$ cat src/design/assert_macros.svh
// Shared assertion macros. Each macro checks an implication on the rising
// clock edge and is disabled while reset is active.
`ifndef ASSERT_MACROS_SVH
`define ASSERT_MACROS_SVH

`ifndef SYNTHESIS

// Same-cycle implication.
`define DFD_ASSERT_IMP(label, clock, resetn, ante, cons) \
    label: assert property (@(posedge clock) disable iff (!resetn) \
        (ante) |-> (cons)) else $error("assertion failed");

// Next-cycle implication.
`define DFD_ASSERT_NXT(label, clock, resetn, ante, cons) \
    label: assert property (@(posedge clock) disable iff (!resetn) \
        (ante) |=> (cons)) else $error("assertion failed");

`else

`define DFD_ASSERT_IMP(label, clock, resetn, ante, cons)
`define DFD_ASSERT_NXT(label, clock, resetn, ante, cons)

`endif

`endif

$ cat src/design/dfd_pkg.sv
package dfd_pkg;

    localparam int DEFAULT_MAX_FRAME_BYTES = 2048;
    localparam int LEN_W = 12;
    localparam int LEN_MAX = 4095;

    // Result queue geometry.
    localparam int QDEPTH = 4;
    localparam int QPTR_W = $clog2(QDEPTH);
    localparam int QCNT_W = $clog2(QDEPTH + 1);

    // Configuration register indexes.
    localparam logic [1:0] CFG_FLAG  = 2'd0;
    localparam logic [1:0] CFG_OPEN  = 2'd1;
    localparam logic [1:0] CFG_CLOSE = 2'd2;
    localparam logic [1:0] CFG_MAXLEN = 2'd3;

    // End report status codes.
    localparam logic [1:0] ST_COMPLETE = 2'd0;
    localparam logic [1:0] ST_OVERFLOW = 2'd1;
    localparam logic [1:0] ST_LINK_CLOSED = 2'd2;

    typedef struct packed {
        logic [7:0]       data_byte;
        logic             frame_end;
        logic [1:0]       end_status;
        logic [LEN_W-1:0] frame_length;
    } result_t;

    // Results written into the queue by one item: up to two, in order.
    typedef struct packed {
        logic [1:0] num;
        result_t    first;
        result_t    second;
    } push_t;

    typedef struct packed {
        logic has_room;
        logic not_empty;
    } qstat_t;

endpackage

$ cat src/design/dfd_result_queue.sv
module dfd_result_queue
    import dfd_pkg::*;
(
    input  logic    clk,
    input  logic    rst_n,
    input  push_t   push,
    input  logic    pop,
    output result_t head,
    output qstat_t  stat
);

    result_t            mem_reg [QDEPTH];
    logic [QPTR_W-1:0]  wr_ptr_reg, wr_ptr_next;
    logic [QPTR_W-1:0]  rd_ptr_reg, rd_ptr_next;
    logic [QCNT_W-1:0]  count_reg, count_next;
    logic [QPTR_W-1:0]  wr_ptr_p1;
    logic               do_pop;

    assign wr_ptr_p1 = wr_ptr_reg + QPTR_W'(1);
    assign do_pop = pop && (count_reg != '0);

    assign wr_ptr_next = wr_ptr_reg + QPTR_W'(push.num);
    assign rd_ptr_next = rd_ptr_reg + QPTR_W'(do_pop);
    assign count_next = count_reg + QCNT_W'(push.num) - QCNT_W'(do_pop);

    always_ff @(posedge clk or negedge rst_n)
    begin
        if (!rst_n)
        begin
            wr_ptr_reg <= '0;
            rd_ptr_reg <= '0;
            count_reg <= '0;
        end
        else
        begin
            wr_ptr_reg <= wr_ptr_next;
            rd_ptr_reg <= rd_ptr_next;
            count_reg <= count_next;
        end
    end

    always_ff @(posedge clk)
    begin
        if (push.num != 2'd0)
        begin
            mem_reg[wr_ptr_reg] <= push.first;
        end
        if (push.num == 2'd2)
        begin
            mem_reg[wr_ptr_p1] <= push.second;
        end
    end

    assign head = mem_reg[rd_ptr_reg];

    // Room for the worst case of two results from the next item.
    assign stat.has_room = (count_reg <= QCNT_W'(QDEPTH - 2));
    assign stat.not_empty = (count_reg != '0);

endmodule

$ cat src/design/delimited_frame_deframer_core.sv
// Channel   Direction  Signals
// -------   ---------  ---------------------------------------------------
// in        sink       in_valid, in_ready, rx_byte, link_closed
// out       source     out_valid, out_ready, data_byte, frame_end,
//                      end_status, frame_length
// cfg       sink       cfg_valid, cfg_ready, cfg_index, cfg_data
//
// The parser decodes an item in the cycle it is accepted and writes zero,
// one or two results into a four-entry result queue; results leave one per
// cycle while out_ready is high, a rate set by the queue's single read port.
// A new item can be taken while earlier results still wait in the queue.
// in_ready drops only while the queue lacks room for two results.
// Reset restores the default marks and length limit and hunts for a flag.
// cfg_ready is always high.
`include "assert_macros.svh"

module delimited_frame_deframer_core
    import dfd_pkg::*;
#(
    parameter int MAX_FRAME_BYTES = DEFAULT_MAX_FRAME_BYTES
)
(
    input  logic             clk,
    input  logic             rst_n,
    input  logic             in_valid,
    output logic             in_ready,
    input  logic [7:0]       rx_byte,
    input  logic             link_closed,
    output logic             out_valid,
    input  logic             out_ready,
    output logic [7:0]       data_byte,
    output logic             frame_end,
    output logic [1:0]       end_status,
    output logic [LEN_W-1:0] frame_length,
    input  logic             cfg_valid,
    output logic             cfg_ready,
    input  logic [1:0]       cfg_index,
    input  logic [LEN_W-1:0] cfg_data
);

    localparam int CAP_INT = (MAX_FRAME_BYTES > LEN_MAX) ? LEN_MAX : MAX_FRAME_BYTES;
    localparam logic [LEN_W-1:0] LEN_CAP = LEN_W'(CAP_INT);

    localparam logic [1:0] PH_HUNT1 = 2'd0;
    localparam logic [1:0] PH_HUNT2 = 2'd1;
    localparam logic [1:0] PH_RECV  = 2'd2;
    localparam logic [1:0] PH_STOP1 = 2'd3;

    logic [7:0]       flag_char_reg;
    logic [7:0]       open_char_reg;
    logic [7:0]       close_char_reg;
    logic [LEN_W-1:0] max_len_reg;

    logic [1:0]       phase_reg, phase_next;
    logic [LEN_W-1:0] count_reg, count_next;
    logic             ovf_reg, ovf_next;

    logic [LEN_W-1:0] limit;
    logic [LEN_W-1:0] count_p1;
    logic             fit1, fit2;
    logic             accept;
    push_t            push;
    result_t          head;
    qstat_t           qstat;

    assign cfg_ready = 1'b1;

    always_ff @(posedge clk or negedge rst_n)
    begin
        if (!rst_n)
        begin
            flag_char_reg <= 8'd33;
            open_char_reg <= 8'd38;
            close_char_reg <= 8'd35;
            max_len_reg <= LEN_W'(2048);
        end
        else if (cfg_valid)
        begin
            unique case (cfg_index)
                CFG_FLAG:   flag_char_reg <= cfg_data[7:0];
                CFG_OPEN:   open_char_reg <= cfg_data[7:0];
                CFG_CLOSE:  close_char_reg <= cfg_data[7:0];
                CFG_MAXLEN: max_len_reg <= cfg_data;
                default:    ;
            endcase
        end
    end

    assign limit = (max_len_reg > LEN_CAP) ? LEN_CAP : max_len_reg;
    assign count_p1 = count_reg + LEN_W'(1);
    assign fit1 = (count_reg < limit);
    // Only meaningful when fit1 holds, so count_p1 cannot wrap.
    assign fit2 = fit1 && (count_p1 < limit);

    assign accept = in_valid && in_ready;
    assign in_ready = qstat.has_room;

    always_comb
    begin
        phase_next = phase_reg;
        count_next = count_reg;
        ovf_next = ovf_reg;
        push = '0;
        if (accept)
        begin
            if (link_closed)
            begin
                if (phase_reg == PH_RECV || phase_reg == PH_STOP1)
                begin
                    push.num = 2'd1;
                    push.first.frame_end = 1'b1;
                    push.first.end_status = ST_LINK_CLOSED;
                    push.first.frame_length = count_reg;
                end
                phase_next = PH_HUNT1;
                count_next = '0;
                ovf_next = 1'b0;
            end
            else
            begin
                unique case (phase_reg)
                    PH_HUNT1:
                    begin
                        if (rx_byte == flag_char_reg)
                        begin
                            phase_next = PH_HUNT2;
                        end
                    end
                    PH_HUNT2:
                    begin
                        if (rx_byte == open_char_reg)
                        begin
                            phase_next = PH_RECV;
                            count_next = '0;
                            ovf_next = 1'b0;
                        end
                        else
                        begin
                            phase_next = PH_HUNT1;
                        end
                    end
                    PH_RECV:
                    begin
                        if (rx_byte == flag_char_reg)
                        begin
                            phase_next = PH_STOP1;
                        end
                        else if (fit1)
                        begin
                            push.num = 2'd1;
                            push.first.data_byte = rx_byte;
                            count_next = count_p1;
                        end
                        else
                        begin
                            ovf_next = 1'b1;
                        end
                    end
                    PH_STOP1:
                    begin
                        if (rx_byte == close_char_reg)
                        begin
                            push.num = 2'd1;
                            push.first.frame_end = 1'b1;
                            push.first.end_status = ovf_reg ? ST_OVERFLOW : ST_COMPLETE;
                            push.first.frame_length = count_reg;
                            phase_next = PH_HUNT1;
                            count_next = '0;
                            ovf_next = 1'b0;
                        end
                        else
                        begin
                            // The held flag goes out first, then this byte, as far as the length limit allows.
                            phase_next = PH_RECV;
                            push.first.data_byte = flag_char_reg;
                            push.second.data_byte = rx_byte;
                            if (fit2)
                            begin
                                push.num = 2'd2;
                                count_next = count_p1 + LEN_W'(1);
                            end
                            else if (fit1)
                            begin
                                push.num = 2'd1;
                                count_next = count_p1;
                                ovf_next = 1'b1;
                            end
                            else
                            begin
                                ovf_next = 1'b1;
                            end
                        end
                    end
                    default: ;
                endcase
            end
        end
    end

    always_ff @(posedge clk or negedge rst_n)
    begin
        if (!rst_n)
        begin
            phase_reg <= PH_HUNT1;
            count_reg <= '0;
            ovf_reg <= 1'b0;
        end
        else
        begin
            phase_reg <= phase_next;
            count_reg <= count_next;
            ovf_reg <= ovf_next;
        end
    end

    dfd_result_queue u_queue (
        .clk   (clk),
        .rst_n (rst_n),
        .push  (push),
        .pop   (out_ready),
        .head  (head),
        .stat  (qstat)
    );

    assign out_valid = qstat.not_empty;
    assign data_byte = head.data_byte;
    assign frame_end = head.frame_end;
    assign end_status = head.end_status;
    assign frame_length = head.frame_length;

    `DFD_ASSERT_IMP(a_hunt_no_result, clk, rst_n,
        accept && (phase_reg == PH_HUNT1 || phase_reg == PH_HUNT2), push.num == 2'd0)
    `DFD_ASSERT_IMP(a_count_capped, clk, rst_n, 1'b1, count_reg <= LEN_CAP)
    `DFD_ASSERT_NXT(a_close_rehunts, clk, rst_n, accept && link_closed,
        phase_reg == PH_HUNT1 && count_reg == '0 && !ovf_reg)
    `DFD_ASSERT_IMP(a_end_zero_data, clk, rst_n, out_valid && frame_end, data_byte == 8'd0)

endmodule

$ cat config.mk
export PLATFORM = sky130hd
export DESIGN_NAME = delimited_frame_deframer_core
export DESIGN_NICKNAME = d
export VERILOG_FILES = /design/src/design/dfd_pkg.sv /design/src/design/dfd_result_queue.sv /design/src/design/delimited_frame_deframer_core.sv
export VERILOG_INCLUDE_DIRS = /design/src /design/src/design
export SDC_FILE = /design/constraint.sdc
export NUM_CORES = 1
export LEC_CHECK = 0
export BUFFER_PORTS_ARGS = -buffer_cell sky130_fd_sc_hd__buf_2
export CAP_MARGIN = 20
export CORE_MARGIN = 8
export CORE_UTILIZATION = 44
export CTS_CLUSTER_DIAMETER = 120
export DETAILED_ROUTE_END_ITERATION = 6
export RECOVER_POWER = 100
export SLEW_MARGIN = 20
export SYNTH_ARGS = -nofsm -noshare
export SYNTH_HDL_FRONTEND = slang
export SYNTH_SLANG_ARGS = --single-unit
export TNS_END_PERCENT = 10
$ cat constraint.sdc
create_clock -name clk -period 4.8 [get_ports clk]
set_clock_uncertainty 0.05 [all_clocks]
set_input_delay 0.24 -clock clk [delete_from_list [all_inputs] [get_ports clk]]
set_output_delay 0.24 -clock clk [all_outputs]
set_load 0.05 [all_outputs]
Word level (Yosys, flattened, before mapping)
Memories as Yosys holds them, arrays and structs flattened.
Cells that the tools add are included.
{ "totals": {"mem_bits_rw": 92, "wordCells": 97, "in_bits": 28, "romBits": 0, "ff_bits": 58, "latchBits": 0, "mem_count": 1} }
{ "mem_list": {"columns": ["name", "depth", "word_bits", "rd", "rd_clocked_by_memory_dff", "wr", "line", "text"], "rows": [
  ["u_queue.mem_reg", 4, 23, 1, 0, 2, "dfd_result_queue.sv:12", "result_t mem_reg [QDEPTH];"]
]} }
{ "op_classes": {"addsub": 7, "n_mul": 0, "shifts": 0, "n_mux": 43, "n_eq_ne": 16, "div_mod_pow": 0, "n_reduce_logical": 16, "order_cmp": 4, "bitwise_logic": 0} }
{ "op_table": {"columns": ["cell", "n"], "rows": [
  ["$mux 12", 7],
  ["$mux 15", 3],
  ["$pmux 12 s3", 1],
  ["$mux 33", 1],
  ["$mux 8", 4],
  ["$add 12x1->12 const B", 2],
  ["$eq 8x8->1", 3],
  ["$lt 12x12->1", 2],
  ["$mux 23", 1],
  ["$pmux 10 s2", 1],
  ["$mux 2", 8],
  ["$mux 1", 13],
  ["$gt 12x12->1 const B", 1],
  ["$ne 3x3->1 const B", 4],
  ["$eq 2x2->1 const B", 5],
  ["$mux 10", 1],
  ["$mux 9", 1],
  ["$pmux 2 s4", 1],
  ["$reduce_and 2->1", 4],
  ["$reduce_and 6->1", 1],
  ["$eq 2x1->1 const B", 2],
  ["$logic_not 2->1", 2],
  ["$ne 4x3->1 const B", 1],
  ["$reduce_and 4->1", 1],
  ["14 further kinds", 16]
]} }

Longest topological paths before layout
Gate-level depths: netlist of run 1.
{ "logic_depth": {"ltp_word": 12, "mapped_depth": 18, "depth_no_buf": 15} }

By module
Synthesis of run 1 repeated with hierarchy kept, for this count alone.
{ "unflattened": {"hier_cells": 701, "area_unflattened_um2": 8889.8} }
{ "modules_own_cells": {"columns": ["module", "area_each_um2", "seq_area_each_um2", "n_inst", "cells_per_inst"], "rows": [
  ["dfd_result_queue", 4938.5, 2937.8, 1, 265],
  ["delimited_frame_deframer_core", 3951.3, 1287.5, 1, 436]
]} }

Worst setup path after synthesis of run 1
No wires, ideal clock.
{ "synth_timing": {"kind": "register to register", "start": "register count_reg[1]", "end": "register u_queue.count_reg[2]", "arrival_time_ps": 3892, "period_less_slack_ps": 4064, "path_buffers": 3, "t_required_ps": 4627, "setup_ps": 123, "stages_incl_launch_ff": 19, "setup_slack_ps": 736, "cell_sequence": "dfrtp_1 ha_1 clkbuf_1 nand3_1 nor3_1 xnor2_1 inv_1 ha_1 a211oi_1 o21ai_0 a22oi_2 and3_1 buf_4 inv_2 buf_2 ha_1 inv_1 fa_1 xnor2_1"} }
{ "synth_via": {"elab_chain_cells": 10} }
{ "synth_rtl": {"columns": ["item", "line", "text"], "rows": [
  ["start: declaration", "delimited_frame_deframer_core.sv:55", "logic [LEN_W-1:0] count_reg, count_next;"],
  ["start signal: assignment", "delimited_frame_deframer_core.sv:211", "count_reg <= count_next;"],
  ["$add 12x1->12", "delimited_frame_deframer_core.sv:90", "assign count_p1 = count_reg + LEN_W'(1);"],
  ["$lt 12x12->1", "delimited_frame_deframer_core.sv:93", "assign fit2 = fit1 && (count_p1 < limit);"],
  ["$logic_and 1x1->1", "delimited_frame_deframer_core.sv:93", null],
  ["$mux 2", "delimited_frame_deframer_core.sv:177", "if (fit2)"],
  ["$mux 2", "delimited_frame_deframer_core.sv:161", "if (rx_byte == close_char_reg)"],
  ["$pmux 10 s2 *", "delimited_frame_deframer_core.sv:121", "unique case (phase_reg)"],
  ["$mux 2 *", "delimited_frame_deframer_core.sv:106", "if (link_closed)"],
  ["$mux 33 *", "delimited_frame_deframer_core.sv:104", "if (accept)"],
  ["$add 3x2->3 *", "dfd_result_queue.sv:24", "assign count_next = count_reg + QCNT_W'(push.num) - QCNT_W'(do_pop);"],
  ["$sub 3x1->3 *", "dfd_result_queue.sv:24", null],
  ["via u_queue.count_next[2]", "dfd_result_queue.sv:15", "logic [QCNT_W-1:0] count_reg, count_next;"],
  ["end signal: assignment", "dfd_result_queue.sv:38", "count_reg <= count_next;"],
  ["end: declaration", "dfd_result_queue.sv:15", null]
]} }
The timed path passes the listed nets; every way through them passes the cells marked *.
A chain may end at the register's enable or synchronous reset.

==> impl_metrics.prom, run 1 <==
# TYPE chip_impl_metric gauge
chip_impl_info{name="result_of_the_run",value="finished with violations"} 1
chip_impl_info{name="violated_checks",value="max-capacitance violations, max-slew violations"} 1
chip_impl_metric{name="final_period_minus_worst_setup_slack",unit="ns"} 4.55
chip_impl_metric{name="setup_violations",unit=""} 0
chip_impl_metric{name="number_of_distinct_library_cells_after_synthesis",unit=""} 76
chip_impl_info{name="hold_class",value="input port to flip-flop"} 1
chip_impl_info{name="worstSetupStartpointType",value="flip-flop"} 1
chip_impl_metric{name="reg2reg_setup_slack",unit="ns"} 0.25
chip_impl_metric{name="max_freq",unit="GHz"} 0.220
chip_impl_metric{name="max-cap-violations",unit=""} 2
chip_impl_metric{name="largest_register_ffs",unit=""} 92
chip_impl_metric{name="dieArea",unit="sq um"} 23200
chip_impl_metric{name="cp_num_cells",unit=""} 15
chip_impl_info{name="hold_path_startpoint",value="cfg_data[6]"} 1
chip_impl_info{name="cts.root.buffer_cell",value="sky130_fd_sc_hd__clkbuf_16"} 1
chip_impl_metric{name="hold_depth",unit=""} 2
chip_impl_metric{name="final_net_count",unit=""} 853
chip_impl_metric{name="final_non_filler_cell_area",unit="sq um"} 9140
chip_impl_info{name="timing.critical_path.mode_cell",value="sky130_fd_sc_hd__ha_1"} 1
chip_impl_metric{name="maximum_single_stage_delay_on_the_critical_path",unit="ns"} 0.55
chip_impl_metric{name="first_global_vias",unit=""} 6288
chip_impl_metric{name="worstPathArrival",unit="ns"} 4.82
chip_impl_info{name="critPathLaunch",value="count_reg[1]"} 1
chip_impl_metric{name="pin_count",unit=""} 54
chip_impl_metric{name="routed_wl",unit="microns"} 21600
chip_impl_metric{name="buffer_ports.inserted",unit=""} 52
chip_impl_metric{name="postPlaceCellArea",unit="sq um"} 8590
chip_impl_metric{name="clock-sinks",unit=""} 150
chip_impl_metric{name="detail_route.iter0.violations",unit=""} 595
chip_impl_metric{name="route.detailed.vias_per_inst",unit=""} 6.09
chip_impl_metric{name="detailed_place_hpwl",unit="microns"} 15500
chip_impl_metric{name="yosys_warnings",unit=""} 0
chip_impl_info{name="synth-main-ff-cell",value="sky130_fd_sc_hd__dfxtp_1"} 1
chip_impl_metric{name="worst_slew_margin_rel",unit="%"} -122
chip_impl_metric{name="totalNegativeSetupSlack",unit="ns"} 0
chip_impl_metric{name="clkLatencyLatePin",unit="ns"} 0.43
chip_impl_metric{name="die_h",unit="microns"} 152
chip_impl_metric{name="asyncSetResetFlopFracSynth",unit="%"} 38.7
chip_impl_metric{name="final_hold_viol_count",unit=""} 0
chip_impl_metric{name="gr-usage-all-layers",unit="%"} 18.9
chip_impl_metric{name="initial_util",unit="%"} 44.4
chip_impl_metric{name="filler_cell_count",unit=""} 1654
chip_impl_metric{name="detailroute.via_count",unit=""} 6355
chip_impl_metric{name="report.final.slew_viol_count",unit=""} 84
chip_impl_metric{name="flow.area_growth_from_synthesis",unit="%"} 11.6
chip_impl_metric{name="drc",unit=""} 0
chip_impl_metric{name="power-per-cell-area",unit="nW/um^2"} 364
chip_impl_info{name="unrepaired_setup_endpoints_after_global_routing",value="false"} 1
chip_impl_metric{name="final_core_utilization",unit="%"} 49.5
chip_impl_info{name="worst_r2r_startpoint",value="count_reg[1]"} 1
chip_impl_metric{name="core",unit="sq um"} 18500
chip_impl_metric{name="grt_pass1_wl",unit="microns"} 35200
chip_impl_metric{name="route.detailed.wl_per_inst",unit="microns"} 20.7
chip_impl_info{name="layout_commonest_cell",value="sky130_fd_sc_hd__nand2_1"} 1
chip_impl_metric{name="num_rows",unit=""} 50
chip_impl_metric{name="syn_area_per_cell",unit="sq um"} 10.8
chip_impl_metric{name="synth.ff_latch_count",unit=""} 150
chip_impl_metric{name="p_leak",unit="nW"} 3.34
chip_impl_metric{name="synth_cells",unit=""} 757
chip_impl_info{name="worstPathCellList",value="ha_1 -> nand3_1 -> nor3_1 -> xnor2_1 -> inv_1 -> ha_1 -> a211oi_1 -> o21ai_0 -> a22oi_2 -> buf_4 -> mux2i_1 -> a211oi_4 -> nor2_2 -> clkbuf_2 -> a22o_1"} 1
chip_impl_metric{name="syn_nets",unit=""} 815
chip_impl_metric{name="worst_r2r_path_depth",unit=""} 15
chip_impl_metric{name="grt_start_max_net_pins",unit=""} 59
chip_impl_metric{name="min_period_over_period",unit="%"} 94.7
chip_impl_metric{name="finish.cell_count_without_fillers",unit=""} 1043
chip_impl_metric{name="tightest_slew",unit="ns"} 3.33
chip_impl_metric{name="cts.clk_slew.worst_paths",unit="ns"} 0.06
chip_impl_metric{name="drtPass1Iterations",unit=""} 6
chip_impl_info{name="critPathKind",value="flip-flop to flip-flop"} 1
chip_impl_metric{name="placed_cells_incl_taps",unit=""} 1003
chip_impl_metric{name="clock_tree.buffer_depth",unit=""} 2
chip_impl_info{name="kind_of_capture_point_of_the_worst_setup_path",value="flip-flop"} 1
chip_impl_info{name="cpLargestDelayFamily",value="compound AO/OA/AOI/OAI gates"} 1
chip_impl_metric{name="antenna_found_initial",unit=""} 0
chip_impl_metric{name="drtAntennaViolNets",unit=""} 0
chip_impl_metric{name="post_route_cells_drive_above_1_share",unit="%"} 19.9
chip_impl_metric{name="cts_buffers",unit=""} 17
chip_impl_info{name="cts_tree",value="built"} 1
chip_impl_metric{name="crit_path_buf_inv_count",unit=""} 3
chip_impl_metric{name="sequential_area_share_after_synthesis",unit="%"} 44.3
chip_impl_info{name="layout_common_cells",value="sky130_fd_sc_hd__nand2_1, sky130_fd_sc_hd__dfxtp_1, sky130_fd_sc_hd__o21ai_0, sky130_fd_sc_hd__dfrtp_1, sky130_fd_sc_hd__nand3_1"} 1
chip_impl_metric{name="syn_area",unit="sq um"} 8190
chip_impl_metric{name="number_of_synthesized_flops_with_an_enable_pin",unit=""} 32
chip_impl_metric{name="crit_fanout",unit=""} 11
chip_impl_metric{name="total_grt_overflow",unit=""} 0
chip_impl_metric{name="floorplan.die.width",unit="microns"} 152
chip_impl_info{name="critPathSlowestCell",value="sky130_fd_sc_hd__a211oi_4"} 1
chip_impl_metric{name="irDropWorstVdd",unit="V"} 0.000248
chip_impl_metric{name="worst-endpoint-required",unit="ns"} 5.07
chip_impl_metric{name="cts-htree-levels",unit=""} 4
chip_impl_metric{name="place.gp.congestion",unit=""} 0.913
-- kinds of logic after synthesis --
group	Yosys count	synth area share, %
simple gates	201	12.3
compound gates	187	17.3
flops	150	44.3
buf+inv	76	4.17
mux	62	11.7
xor+xnor	50	5.44
fa+ha+maj	30	4.68
other cells	1	0.0458
-- final timing paths --
| check | to |
|---|---|
| max in group asynchronous | u_queue.rd_ptr_reg[1] |
| min in group asynchronous | u_queue.rd_ptr_reg[1] |
| setup reg to reg | u_queue.mem_reg[3][8] |
| hold / removal | flag_char_reg[6] |
| setup / recovery | u_queue.mem_reg[3][8] |
| hold reg to reg | u_queue.mem_reg[1][14] |
-- cell usage after synthesis (3+ instances only) --
| library cell | count | area share, % |
|---|---|---|
| sky130_fd_sc_hd__a211o_1 | 3 | 0.32 |
| sky130_fd_sc_hd__a211oi_1 | 5 | 0.46 |
| sky130_fd_sc_hd__a21o_1 | 5 | 0.46 |
| sky130_fd_sc_hd__a21oi_1 | 30 | 1.8 |
| sky130_fd_sc_hd__a22o_1 | 23 | 2.5 |
| sky130_fd_sc_hd__a32o_1 | 32 | 3.9 |
| sky130_fd_sc_hd__and2_1 | 4 | 0.31 |
| sky130_fd_sc_hd__and3_1 | 6 | 0.46 |
| sky130_fd_sc_hd__buf_1 | 3 | 0.14 |
| sky130_fd_sc_hd__buf_2 | 14 | 0.86 |
| sky130_fd_sc_hd__buf_6 | 4 | 0.55 |
| sky130_fd_sc_hd__clkbuf_1 | 30 | 1.4 |
| sky130_fd_sc_hd__dfrtp_1 | 49 | 15 |
| sky130_fd_sc_hd__dfstp_2 | 9 | 2.9 |
| sky130_fd_sc_hd__dfxtp_1 | 60 | 15 |
| sky130_fd_sc_hd__edfxtp_1 | 32 | 12 |
| sky130_fd_sc_hd__ha_1 | 29 | 4.4 |
| sky130_fd_sc_hd__inv_1 | 20 | 0.92 |
| sky130_fd_sc_hd__mux2_2 | 37 | 5.1 |
| sky130_fd_sc_hd__mux4_2 | 23 | 6.3 |
| sky130_fd_sc_hd__nand2_1 | 70 | 3.2 |
| sky130_fd_sc_hd__nand3_1 | 42 | 2.6 |
| sky130_fd_sc_hd__nand3b_1 | 4 | 0.37 |
| sky130_fd_sc_hd__nand4_1 | 5 | 0.38 |
| sky130_fd_sc_hd__nor2_1 | 32 | 1.5 |
| sky130_fd_sc_hd__nor3_1 | 6 | 0.37 |
| sky130_fd_sc_hd__nor3b_1 | 3 | 0.28 |
| sky130_fd_sc_hd__nor4_1 | 5 | 0.38 |
| sky130_fd_sc_hd__nor4b_1 | 3 | 0.32 |
| sky130_fd_sc_hd__o211ai_1 | 6 | 0.55 |
| sky130_fd_sc_hd__o21ai_0 | 47 | 2.9 |
| sky130_fd_sc_hd__o21bai_1 | 3 | 0.28 |
| sky130_fd_sc_hd__o31ai_1 | 3 | 0.28 |
| sky130_fd_sc_hd__or2_2 | 4 | 0.31 |
| sky130_fd_sc_hd__or3_1 | 4 | 0.31 |
| sky130_fd_sc_hd__xnor2_1 | 27 | 2.9 |
| sky130_fd_sc_hd__xor2_1 | 22 | 2.4 |
-- per-layer routing --
metal	part of all wire (%)	wire, microns	GRT usage, %	vias up
met4	1.4	294	6.62	0
li1	-	-	-	2913
met1	46	9910	25.8	3151
met2	46	10000	29.7	259
met3	6.5	1410	3.32	32
met5	0	0	0	-
-- area by class of cell --
| cell class | instances | area, sq um | share of cell area [%] |
|---|---|---|---|
| tap | 234 | 293 | 3.21 |
| inverter | 22 | 82.6 | 0.904 |
| sequential | 150 | 3630 | 39.7 |
| antenna | 1 | 2.50 | 0.0274 |
| clock inverter | 10 | 68.8 | 0.753 |
| multi-input combinational | 531 | 4210 | 46.1 |
| clock buffer | 22 | 474 | 5.19 |
| timing repair buffer | 73 | 378 | 4.14 |
-- what timing repair did --
action,CTS,global route
setup buffers,0,2
hold endpoints to repair,53,0
gates resized for setup,0,0
hold buffers,5,0
setup endpoints to repair,0,1
-- power breakdown --
group	switching [mW]	internal, mW	total [mW]
sequential	0.107	1.38	1.49
combinational	0.338	0.256	0.594
clock	0.540	0.705	1.25
-- per-stage QoR --
step                power [mW]  setup slack (ns)  hold WS, ns
global placement          2.10             0.432        0.381
detailed placement        2.12             0.194        0.394
finish                    3.33             0.254       0.0351
CTS                       3.36             0.180       0.0272
floorplan                 1.96             0.736       -0.106
global route              3.48            0.0538       0.0402
Power figures use the tool's default switching activity.
==> inputs of run 2 (changes only) <==
- ABC_AREA: not set -> 1
==> impl_metrics.prom, run 2 <==
# TYPE chip_impl_metric gauge
chip_impl_metric{name="max-cap-violations",unit=""} 2
chip_impl_info{name="violated_checks",value="max-capacitance violations, max-slew violations"} 1
chip_impl_metric{name="clkLatencyLatePin",unit="ns"} 0.43
chip_impl_metric{name="insertedDiodeCount",unit=""} 0
chip_impl_info{name="synth-main-ff-cell",value="sky130_fd_sc_hd__dfxtp_1"} 1
chip_impl_metric{name="worst_slew_margin_rel",unit="%"} -118
chip_impl_metric{name="num_rows",unit=""} 52
chip_impl_metric{name="clock_tree.buffer_depth",unit=""} 2
chip_impl_metric{name="tightest_slew",unit="ns"} 3.27
chip_impl_metric{name="worst-endpoint-required",unit="ns"} 5.08
chip_impl_metric{name="yosys_warnings",unit=""} 0
chip_impl_metric{name="totalNegativeSetupSlack",unit="ns"} 0
chip_impl_info{name="post-synth-top-area-cell",value="sky130_fd_sc_hd__dfrtp_1"} 1
chip_impl_metric{name="place.gp.congestion",unit=""} 0.913
chip_impl_metric{name="largest_register_ffs",unit=""} 92
chip_impl_metric{name="syn_area",unit="sq um"} 8920
chip_impl_info{name="worstSetupStartpointType",value="flip-flop"} 1
chip_impl_metric{name="finalPower",unit="mW"} 4.41
chip_impl_metric{name="final_net_count",unit=""} 1341
chip_impl_metric{name="post_route_cells_drive_above_1_share",unit="%"} 7.87
chip_impl_metric{name="drtPass1Iterations",unit=""} 5
chip_impl_metric{name="route.detailed.wl_per_inst",unit="microns"} 16.0
chip_impl_info{name="layout_commonest_cell",value="sky130_fd_sc_hd__nand2_1"} 1
chip_impl_metric{name="max_freq",unit="GHz"} 0.231
chip_impl_metric{name="cts_resized",unit=""} 0
chip_impl_metric{name="route.detailed.vias_per_inst",unit=""} 5.33
chip_impl_metric{name="final_hold_viol_count",unit=""} 0
chip_impl_metric{name="die_h",unit="microns"} 158
chip_impl_info{name="synth_top_cells_by_area",value="sky130_fd_sc_hd__dfrtp_1, sky130_fd_sc_hd__dfxtp_1, sky130_fd_sc_hd__nand2_1, sky130_fd_sc_hd__edfxtp_1, sky130_fd_sc_hd__nor2_1"} 1
chip_impl_metric{name="total_grt_overflow",unit=""} 0
chip_impl_metric{name="buffer_ports.inserted",unit=""} 52
chip_impl_metric{name="worstPathArrival",unit="ns"} 4.61
chip_impl_info{name="cts.root.buffer_cell",value="sky130_fd_sc_hd__clkbuf_16"} 1
chip_impl_metric{name="flow.area_growth_from_synthesis",unit="%"} 11.0
chip_impl_metric{name="report.final.slew_viol_count",unit=""} 105
chip_impl_metric{name="setup_slack_after_placement",unit="ns"} 0.580
chip_impl_metric{name="gr-usage-all-layers",unit="%"} 20.3
chip_impl_info{name="hold_path_startpoint",value="cfg_data[7]"} 1
chip_impl_info{name="synth_common_cells",value="sky130_fd_sc_hd__nand2_1, sky130_fd_sc_hd__nor2_1, sky130_fd_sc_hd__o21ai_0"} 1
chip_impl_metric{name="dieArea",unit="sq um"} 25100
chip_impl_metric{name="yosysTopAreaCellShare",unit="%"} 13.7
chip_impl_metric{name="irDropWorstVdd",unit="V"} 0.000253
chip_impl_metric{name="postLayoutSetupSlackWorst",unit="ns"} 0.469
chip_impl_metric{name="crit_fanout",unit=""} 94
chip_impl_metric{name="core",unit="sq um"} 20000
chip_impl_metric{name="grt_start_max_net_pins",unit=""} 95
chip_impl_metric{name="clock-sinks",unit=""} 150
chip_impl_metric{name="detailed_place_hpwl",unit="microns"} 17000
chip_impl_metric{name="min_period_over_period",unit="%"} 90.2
chip_impl_metric{name="p_leak",unit="nW"} 4.63
chip_impl_metric{name="power-per-cell-area",unit="nW/um^2"} 446
chip_impl_metric{name="cts_buffers",unit=""} 17
chip_impl_metric{name="asyncSetResetFlopFracSynth",unit="%"} 38.7
chip_impl_metric{name="sequential_area_share_after_synthesis",unit="%"} 40.6
chip_impl_metric{name="cts.clk_slew.worst_paths",unit="ns"} 0.07
chip_impl_metric{name="drc",unit=""} 0
chip_impl_metric{name="final_period_minus_worst_setup_slack",unit="ns"} 4.33
chip_impl_metric{name="initial_util",unit="%"} 44.5
chip_impl_metric{name="routed_wl",unit="microns"} 25000
chip_impl_metric{name="antenna_found_initial",unit=""} 0
chip_impl_metric{name="setup_violations",unit=""} 0
chip_impl_metric{name="number_of_distinct_library_cells_after_synthesis",unit=""} 39
chip_impl_info{name="kind_of_capture_point_of_the_worst_setup_path",value="flip-flop"} 1
chip_impl_info{name="critPathKind",value="flip-flop to flip-flop"} 1
chip_impl_info{name="layout_common_cells",value="sky130_fd_sc_hd__nand2_1, sky130_fd_sc_hd__nor2_1, sky130_fd_sc_hd__o21ai_0"} 1
chip_impl_info{name="hold_class",value="input port to flip-flop"} 1
chip_impl_metric{name="pin_count",unit=""} 54
chip_impl_metric{name="drtAntennaViolNets",unit=""} 0
chip_impl_metric{name="cts-htree-levels",unit=""} 4
chip_impl_info{name="worst_r2r_startpoint",value="count_reg[0]"} 1
chip_impl_info{name="unrepaired_setup_endpoints_after_global_routing",value="false"} 1
chip_impl_info{name="dominant_cell_by_count_in_the_synthesized_netlist",value="sky130_fd_sc_hd__nand2_1"} 1
chip_impl_metric{name="syn_nets",unit=""} 1312
chip_impl_metric{name="detail_route.iter0.violations",unit=""} 722
chip_impl_metric{name="floorplan.die.width",unit="microns"} 158
chip_impl_info{name="result_of_the_run",value="finished with violations"} 1
chip_impl_metric{name="number_of_synthesized_flops_with_an_enable_pin",unit=""} 32
chip_impl_info{name="cts_tree",value="built"} 1
chip_impl_metric{name="synth.ff_latch_count",unit=""} 150
chip_impl_metric{name="grt_pass1_wl",unit="microns"} 40300
chip_impl_metric{name="detailroute.via_count",unit=""} 8353
chip_impl_metric{name="first_global_vias",unit=""} 7620
chip_impl_metric{name="syn_area_per_cell",unit="sq um"} 7.12
chip_impl_metric{name="synth_cells",unit=""} 1254
chip_impl_info{name="critPathLaunch",value="count_reg[0]"} 1
-- run 2: changes by cell type in the layout (fill, tap and decap cells not counted), moves of 33 or more --
cell and change:
sky130_fd_sc_hd__a21oi_1 +66, sky130_fd_sc_hd__inv_1 +82, sky130_fd_sc_hd__mux2_2 -33, sky130_fd_sc_hd__nand2_1 +220, sky130_fd_sc_hd__nand3_1 +69, sky130_fd_sc_hd__nor2_1 +140, sky130_fd_sc_hd__o21ai_0 +66
-- run 2: timing repair --
| item | 4_1_cts | 5_1_grt |
|---|---|---|
| hold endpoints to repair | 53 | 0 |
| buffers inserted | 0 | 0 |
| hold buffers | 5 | 0 |
-- run 2: worst max-delay path: stages (launching register included) --
cell and delay, ns:
sky130_fd_sc_hd__dfrtp_1 0.55, sky130_fd_sc_hd__ha_1 0.25, sky130_fd_sc_hd__nand3_1 0.11, sky130_fd_sc_hd__nor2_1 0.18, sky130_fd_sc_hd__nand2_1 0.14, sky130_fd_sc_hd__nor2_1 0.13
sky130_fd_sc_hd__xor2_1 0.33, sky130_fd_sc_hd__ha_1 0.30, sky130_fd_sc_hd__nand2_1 0.10, sky130_fd_sc_hd__o21ai_0 0.10, sky130_fd_sc_hd__a21oi_1 0.13, sky130_fd_sc_hd__nand2_1 0.21
sky130_fd_sc_hd__nor2_8 0.17, sky130_fd_sc_hd__nand2_4 0.11, sky130_fd_sc_hd__nor2_8 0.15, sky130_fd_sc_hd__inv_1 0.10, sky130_fd_sc_hd__nand2_4 0.21, sky130_fd_sc_hd__buf_6 0.53
sky130_fd_sc_hd__nand3_1 0.15, sky130_fd_sc_hd__nand2_1 0.10, sky130_fd_sc_hd__nor2_1 0.06
-- run 2: cell type report --
cell class | instances | area, sq um
fill | 2093 | 10100
multi-input combinational | 935 | 4590
sequential | 150 | 3620
clock buffer | 19 | 464
inverter | 106 | 398
timing repair buffer | 73 | 390
tap | 270 | 338
clock inverter | 13 | 106
-- run 2: routing by layer --
layer	global-route usage (%)	up-vias	part of all wire, %	wire, microns
met4	5.16	0	0.88	219
li1	-	4217	-	-
met5	0	-	0	0
met1	28.7	3832	48	12000
met3	3.39	20	6.5	1620
met2	31.6	284	45	11200
-- run 2: per-stage QoR --
stage	hold WS (ns)	cells	cell area (sq um)	util, %
detailed placement	0.412	1529	9350	46.6
finish	0.0866	1566	9910	49.4
global placement	0.400	1529	9350	46.6
floorplan	-0.106	1254	8920	-
global route	0.110	1566	9910	49.4
CTS	0.0781	1566	9970	49.7
-- run 2: cell families after synthesis --
| group | count (synthesis) | share of synthesized area [%] |
|---|---|---|
| AOI/OAI and AO/OA | 255 | 15.1 |
| xor gates and xnor gates | 20 | 1.96 |
| adders and majority gates | 30 | 4.29 |
| buffers and inverters | 169 | 8.01 |
| DFF | 150 | 40.6 |
| muxes | 3 | 0.379 |
| other | 1 | 0.0420 |
| and+or+nand+nor | 626 | 29.6 |
-- run 2: final timing paths --
check	end	slack, ns	depth (start not counted)
worst max-delay path	u_queue.mem_reg[2][11]	0.47	20
worst min-delay path	flag_char_reg[7]	0.09	3
worst max register to register	u_queue.mem_reg[2][11]	0.47	20
worst min register to register	u_queue.mem_reg[1][6]	0.43	2
max in group asynchronous	max_len_reg[4]	1.35	3
min in group asynchronous	u_queue.rd_ptr_reg[0]	1.48	3
-- run 2: where the power goes --
part	leakage (nW)	switching, mW	internal (mW)
sequential	1.54	0.0808	1.40
combinational	2.80	1.25	0.367
clock	0.291	0.592	0.721
total	4.63	1.92	2.49
==> inputs of run 3 (changes only) <==
- CORE_UTILIZATION: 44 -> 55
- CTS_CLUSTER_SIZE: not set -> 25
- PLACE_DENSITY: not set -> 0.73
==> impl_metrics.prom, run 3 (synthesis results as in run 2) <==
# TYPE chip_impl_metric gauge
chip_impl_metric{name="cts-htree-levels",unit=""} 4
chip_impl_metric{name="final_period_minus_worst_setup_slack",unit="ns"} 4.44
chip_impl_metric{name="worstPathArrival",unit="ns"} 4.46
chip_impl_metric{name="drc",unit=""} 0
chip_impl_metric{name="cts.clk_slew.worst_paths",unit="ns"} 0.06
chip_impl_metric{name="tightest_slew",unit="ns"} 3.15
chip_impl_metric{name="grt_pass1_wl",unit="microns"} 38800
chip_impl_metric{name="clockPowerShare",unit="%"} 30.1
chip_impl_metric{name="crit_fanout",unit=""} 24
chip_impl_metric{name="place.gp.congestion",unit=""} 0.937
chip_impl_metric{name="cts_buffers",unit=""} 17
chip_impl_metric{name="final_non_filler_cell_area",unit="sq um"} 9840
chip_impl_metric{name="total_grt_overflow",unit=""} 0
chip_impl_metric{name="insertedDiodeCount",unit=""} 0
chip_impl_metric{name="clock_tree.buffer_depth",unit=""} 2
chip_impl_metric{name="p_comb_share",unit="%"} 36.3
chip_impl_metric{name="switching_share",unit="%"} 42.1
chip_impl_metric{name="flow.area_growth_from_synthesis",unit="%"} 10.3
chip_impl_metric{name="antenna_found_initial",unit=""} 0
chip_impl_info{name="cts_tree",value="built"} 1
chip_impl_metric{name="route.detailed.vias_per_inst",unit=""} 5.54
chip_impl_metric{name="reg2reg_setup_slack",unit="ns"} 0.36
chip_impl_metric{name="routed_wl",unit="microns"} 24000
chip_impl_metric{name="grt_start_max_net_pins",unit=""} 84
chip_impl_metric{name="power-per-cell-area",unit="nW/um^2"} 449
chip_impl_metric{name="clkLatencyLatePin",unit="ns"} 0.43
chip_impl_info{name="cts.root.buffer_cell",value="sky130_fd_sc_hd__clkbuf_16"} 1
chip_impl_metric{name="max-cap-violations",unit=""} 2
chip_impl_metric{name="die_h",unit="microns"} 143
chip_impl_metric{name="route.detailed.wl_per_inst",unit="microns"} 15.9
chip_impl_info{name="unrepaired_setup_endpoints_after_global_routing",value="false"} 1
chip_impl_info{name="worstSetupStartpointType",value="flip-flop"} 1
chip_impl_info{name="violated_checks",value="max-capacitance violations, max-slew violations"} 1
chip_impl_metric{name="irDropWorstVdd",unit="V"} 0.000306
chip_impl_metric{name="postPlaceCellArea",unit="sq um"} 9260
chip_impl_metric{name="core",unit="sq um"} 15900
chip_impl_metric{name="drtAntennaViolNets",unit=""} 0
chip_impl_info{name="layout_commonest_cell",value="sky130_fd_sc_hd__nand2_1"} 1
chip_impl_metric{name="worst-endpoint-required",unit="ns"} 4.82
chip_impl_metric{name="detailed_place_hpwl",unit="microns"} 16500
chip_impl_metric{name="worst_slew_margin_rel",unit="%"} -110
chip_impl_metric{name="largest_register_ffs",unit=""} 92
chip_impl_metric{name="detail_route.iter0.violations",unit=""} 869
chip_impl_metric{name="total_switching_power",unit="mW"} 1.86
chip_impl_info{name="hold_class",value="input port to flip-flop"} 1
chip_impl_metric{name="final_net_count",unit=""} 1340
chip_impl_metric{name="initial_util",unit="%"} 56.2
chip_impl_metric{name="setup_violations",unit=""} 0
chip_impl_info{name="critPathKind",value="flip-flop to flip-flop"} 1
chip_impl_metric{name="max_freq",unit="GHz"} 0.225
chip_impl_metric{name="gr-usage-all-layers",unit="%"} 24.0
chip_impl_metric{name="p_leak",unit="nW"} 4.63
chip_impl_metric{name="first_global_vias",unit=""} 7513
chip_impl_info{name="result_of_the_run",value="finished with violations"} 1
chip_impl_metric{name="pwr-share-seq",unit="%"} 33.6
chip_impl_info{name="kind_of_capture_point_of_the_worst_setup_path",value="flip-flop"} 1
chip_impl_metric{name="drtPass1Iterations",unit=""} 6
chip_impl_metric{name="pin_count",unit=""} 54
chip_impl_metric{name="buffer_ports.inserted",unit=""} 52
chip_impl_metric{name="dieArea",unit="sq um"} 20600
chip_impl_metric{name="totalNegativeSetupSlack",unit="ns"} 0
chip_impl_info{name="layout_common_cells",value="sky130_fd_sc_hd__nand2_1, sky130_fd_sc_hd__nor2_1, sky130_fd_sc_hd__o21ai_0"} 1
chip_impl_metric{name="final_hold_viol_count",unit=""} 0
chip_impl_metric{name="power_report.internal_total",unit="mW"} 2.56
chip_impl_metric{name="clock-sinks",unit=""} 150
chip_impl_metric{name="floorplan.die.width",unit="microns"} 143
chip_impl_metric{name="num_rows",unit=""} 46
chip_impl_metric{name="detailroute.via_count",unit=""} 8365
chip_impl_metric{name="report.final.slew_viol_count",unit=""} 105
chip_impl_metric{name="hold_ws",unit="ns"} 0.0868
chip_impl_metric{name="min_period_over_period",unit="%"} 92.5
chip_impl_metric{name="post_route_cells_drive_above_1_share",unit="%"} 7.64
## run 3: cell count changes in the layout (fill, tap and decap cells not counted)
cell / before / now
sky130_fd_sc_hd__clkinv_2: 2 / 3
sky130_fd_sc_hd__clkbuf_8: 1 / 3
sky130_fd_sc_hd__bufinv_16: 0 / 1
sky130_fd_sc_hd__inv_8: 3 / 0
sky130_fd_sc_hd__clkinv_1: 1 / 0
sky130_fd_sc_hd__clkbuf_1: 29 / 32
sky130_fd_sc_hd__clkinv_4: 2 / 1
sky130_fd_sc_hd__inv_4: 1 / 3
sky130_fd_sc_hd__inv_6: 4 / 2
sky130_fd_sc_hd__buf_4: 12 / 9
## run 3: power by group through the flow
| stage | combinational, mW | sequential [mW] | clock (mW) |
|---|---|---|---|
| 2_1_floorplan | 1.25 | 1.49 | 0 |
| 3_3_place_gp | 1.63 | 1.50 | 0 |
| 3_5_place_dp | 1.64 | 1.51 | 0 |
| 4_1_cts | 1.65 | 1.48 | 1.34 |
| 5_1_grt | 1.75 | 1.50 | 1.40 |
| 6_report | 1.60 | 1.48 | 1.33 |
## run 3: routing by layer
layer	up-vias	routed length (microns)	global-route usage [%]
met2	266	10800	37.3
met1	3846	11300	33.0
met4	0	347	7.47
met5	-	0	0
li1	4221	-	-
met3	32	1470	4.48
## run 3: worst max-delay path, cell delays in order, from the launching register on
cell                      delay [ns]
sky130_fd_sc_hd__dfrtp_1        0.56
sky130_fd_sc_hd__ha_1           0.25
sky130_fd_sc_hd__nand3_1        0.11
sky130_fd_sc_hd__nor2_1         0.18
sky130_fd_sc_hd__nand2_1        0.15
sky130_fd_sc_hd__nor2_1         0.14
sky130_fd_sc_hd__xor2_1         0.34
sky130_fd_sc_hd__ha_1           0.30
sky130_fd_sc_hd__nand2_1        0.10
sky130_fd_sc_hd__o21ai_0        0.09
sky130_fd_sc_hd__a21oi_1        0.18
sky130_fd_sc_hd__nand2_1        0.21
sky130_fd_sc_hd__nor2_8         0.17
sky130_fd_sc_hd__nand2_4        0.12
sky130_fd_sc_hd__nor2_8         0.15
sky130_fd_sc_hd__inv_1          0.10
sky130_fd_sc_hd__nand2_4        0.22
sky130_fd_sc_hd__nand2_1        0.24
sky130_fd_sc_hd__nand2_1        0.40
## run 3: what timing repair did
item / CTS / global route
resized for setup: 0 / 1
endpoints found under the hold margin: 53 / 0
setup endpoints to repair: 0 / 38
buffers inserted: 0 / 0
hold buffers: 5 / 0
## run 3: final timing paths
kind | startpoint | endpoint | depth (start not counted)
max | count_reg[0] | u_queue.mem_reg[2][22] | 18
min | cfg_data[3] | close_char_reg[3] | 3
max reg2reg | count_reg[0] | u_queue.mem_reg[2][22] | 18
min reg2reg | u_queue.mem_reg[2][10] | u_queue.mem_reg[2][10] | 2
max in group asynchronous | rst_n | open_char_reg[4] | 3
min in group asynchronous | rst_n | count_reg[10] | 3
## run 3: stage by stage
stage | std cells | power [mW] | setup slack, ns | util, %
5_1_grt | 1511 | 4.65 | 0.0571 | 61.9
6_report | 1511 | 4.42 | 0.358 | 61.9
3_5_place_dp | 1474 | 3.15 | 0.384 | 58.3
2_1_floorplan | 1254 | 2.74 | 1.31 | -
3_3_place_gp | 1474 | 3.13 | 0.475 | 58.3
4_1_cts | 1511 | 4.48 | 0.344 | 62.3
## run 3: final cells by class
type	instances	area, sq um
Inverter	106	398
Clock buffer	22	495
Timing Repair Buffer	72	375
Fill cell	1561	6050
Sequential cell	150	3620
Multi-Input combinational cell	935	4590
Tap cell	216	270
Clock inverter	10	90.1
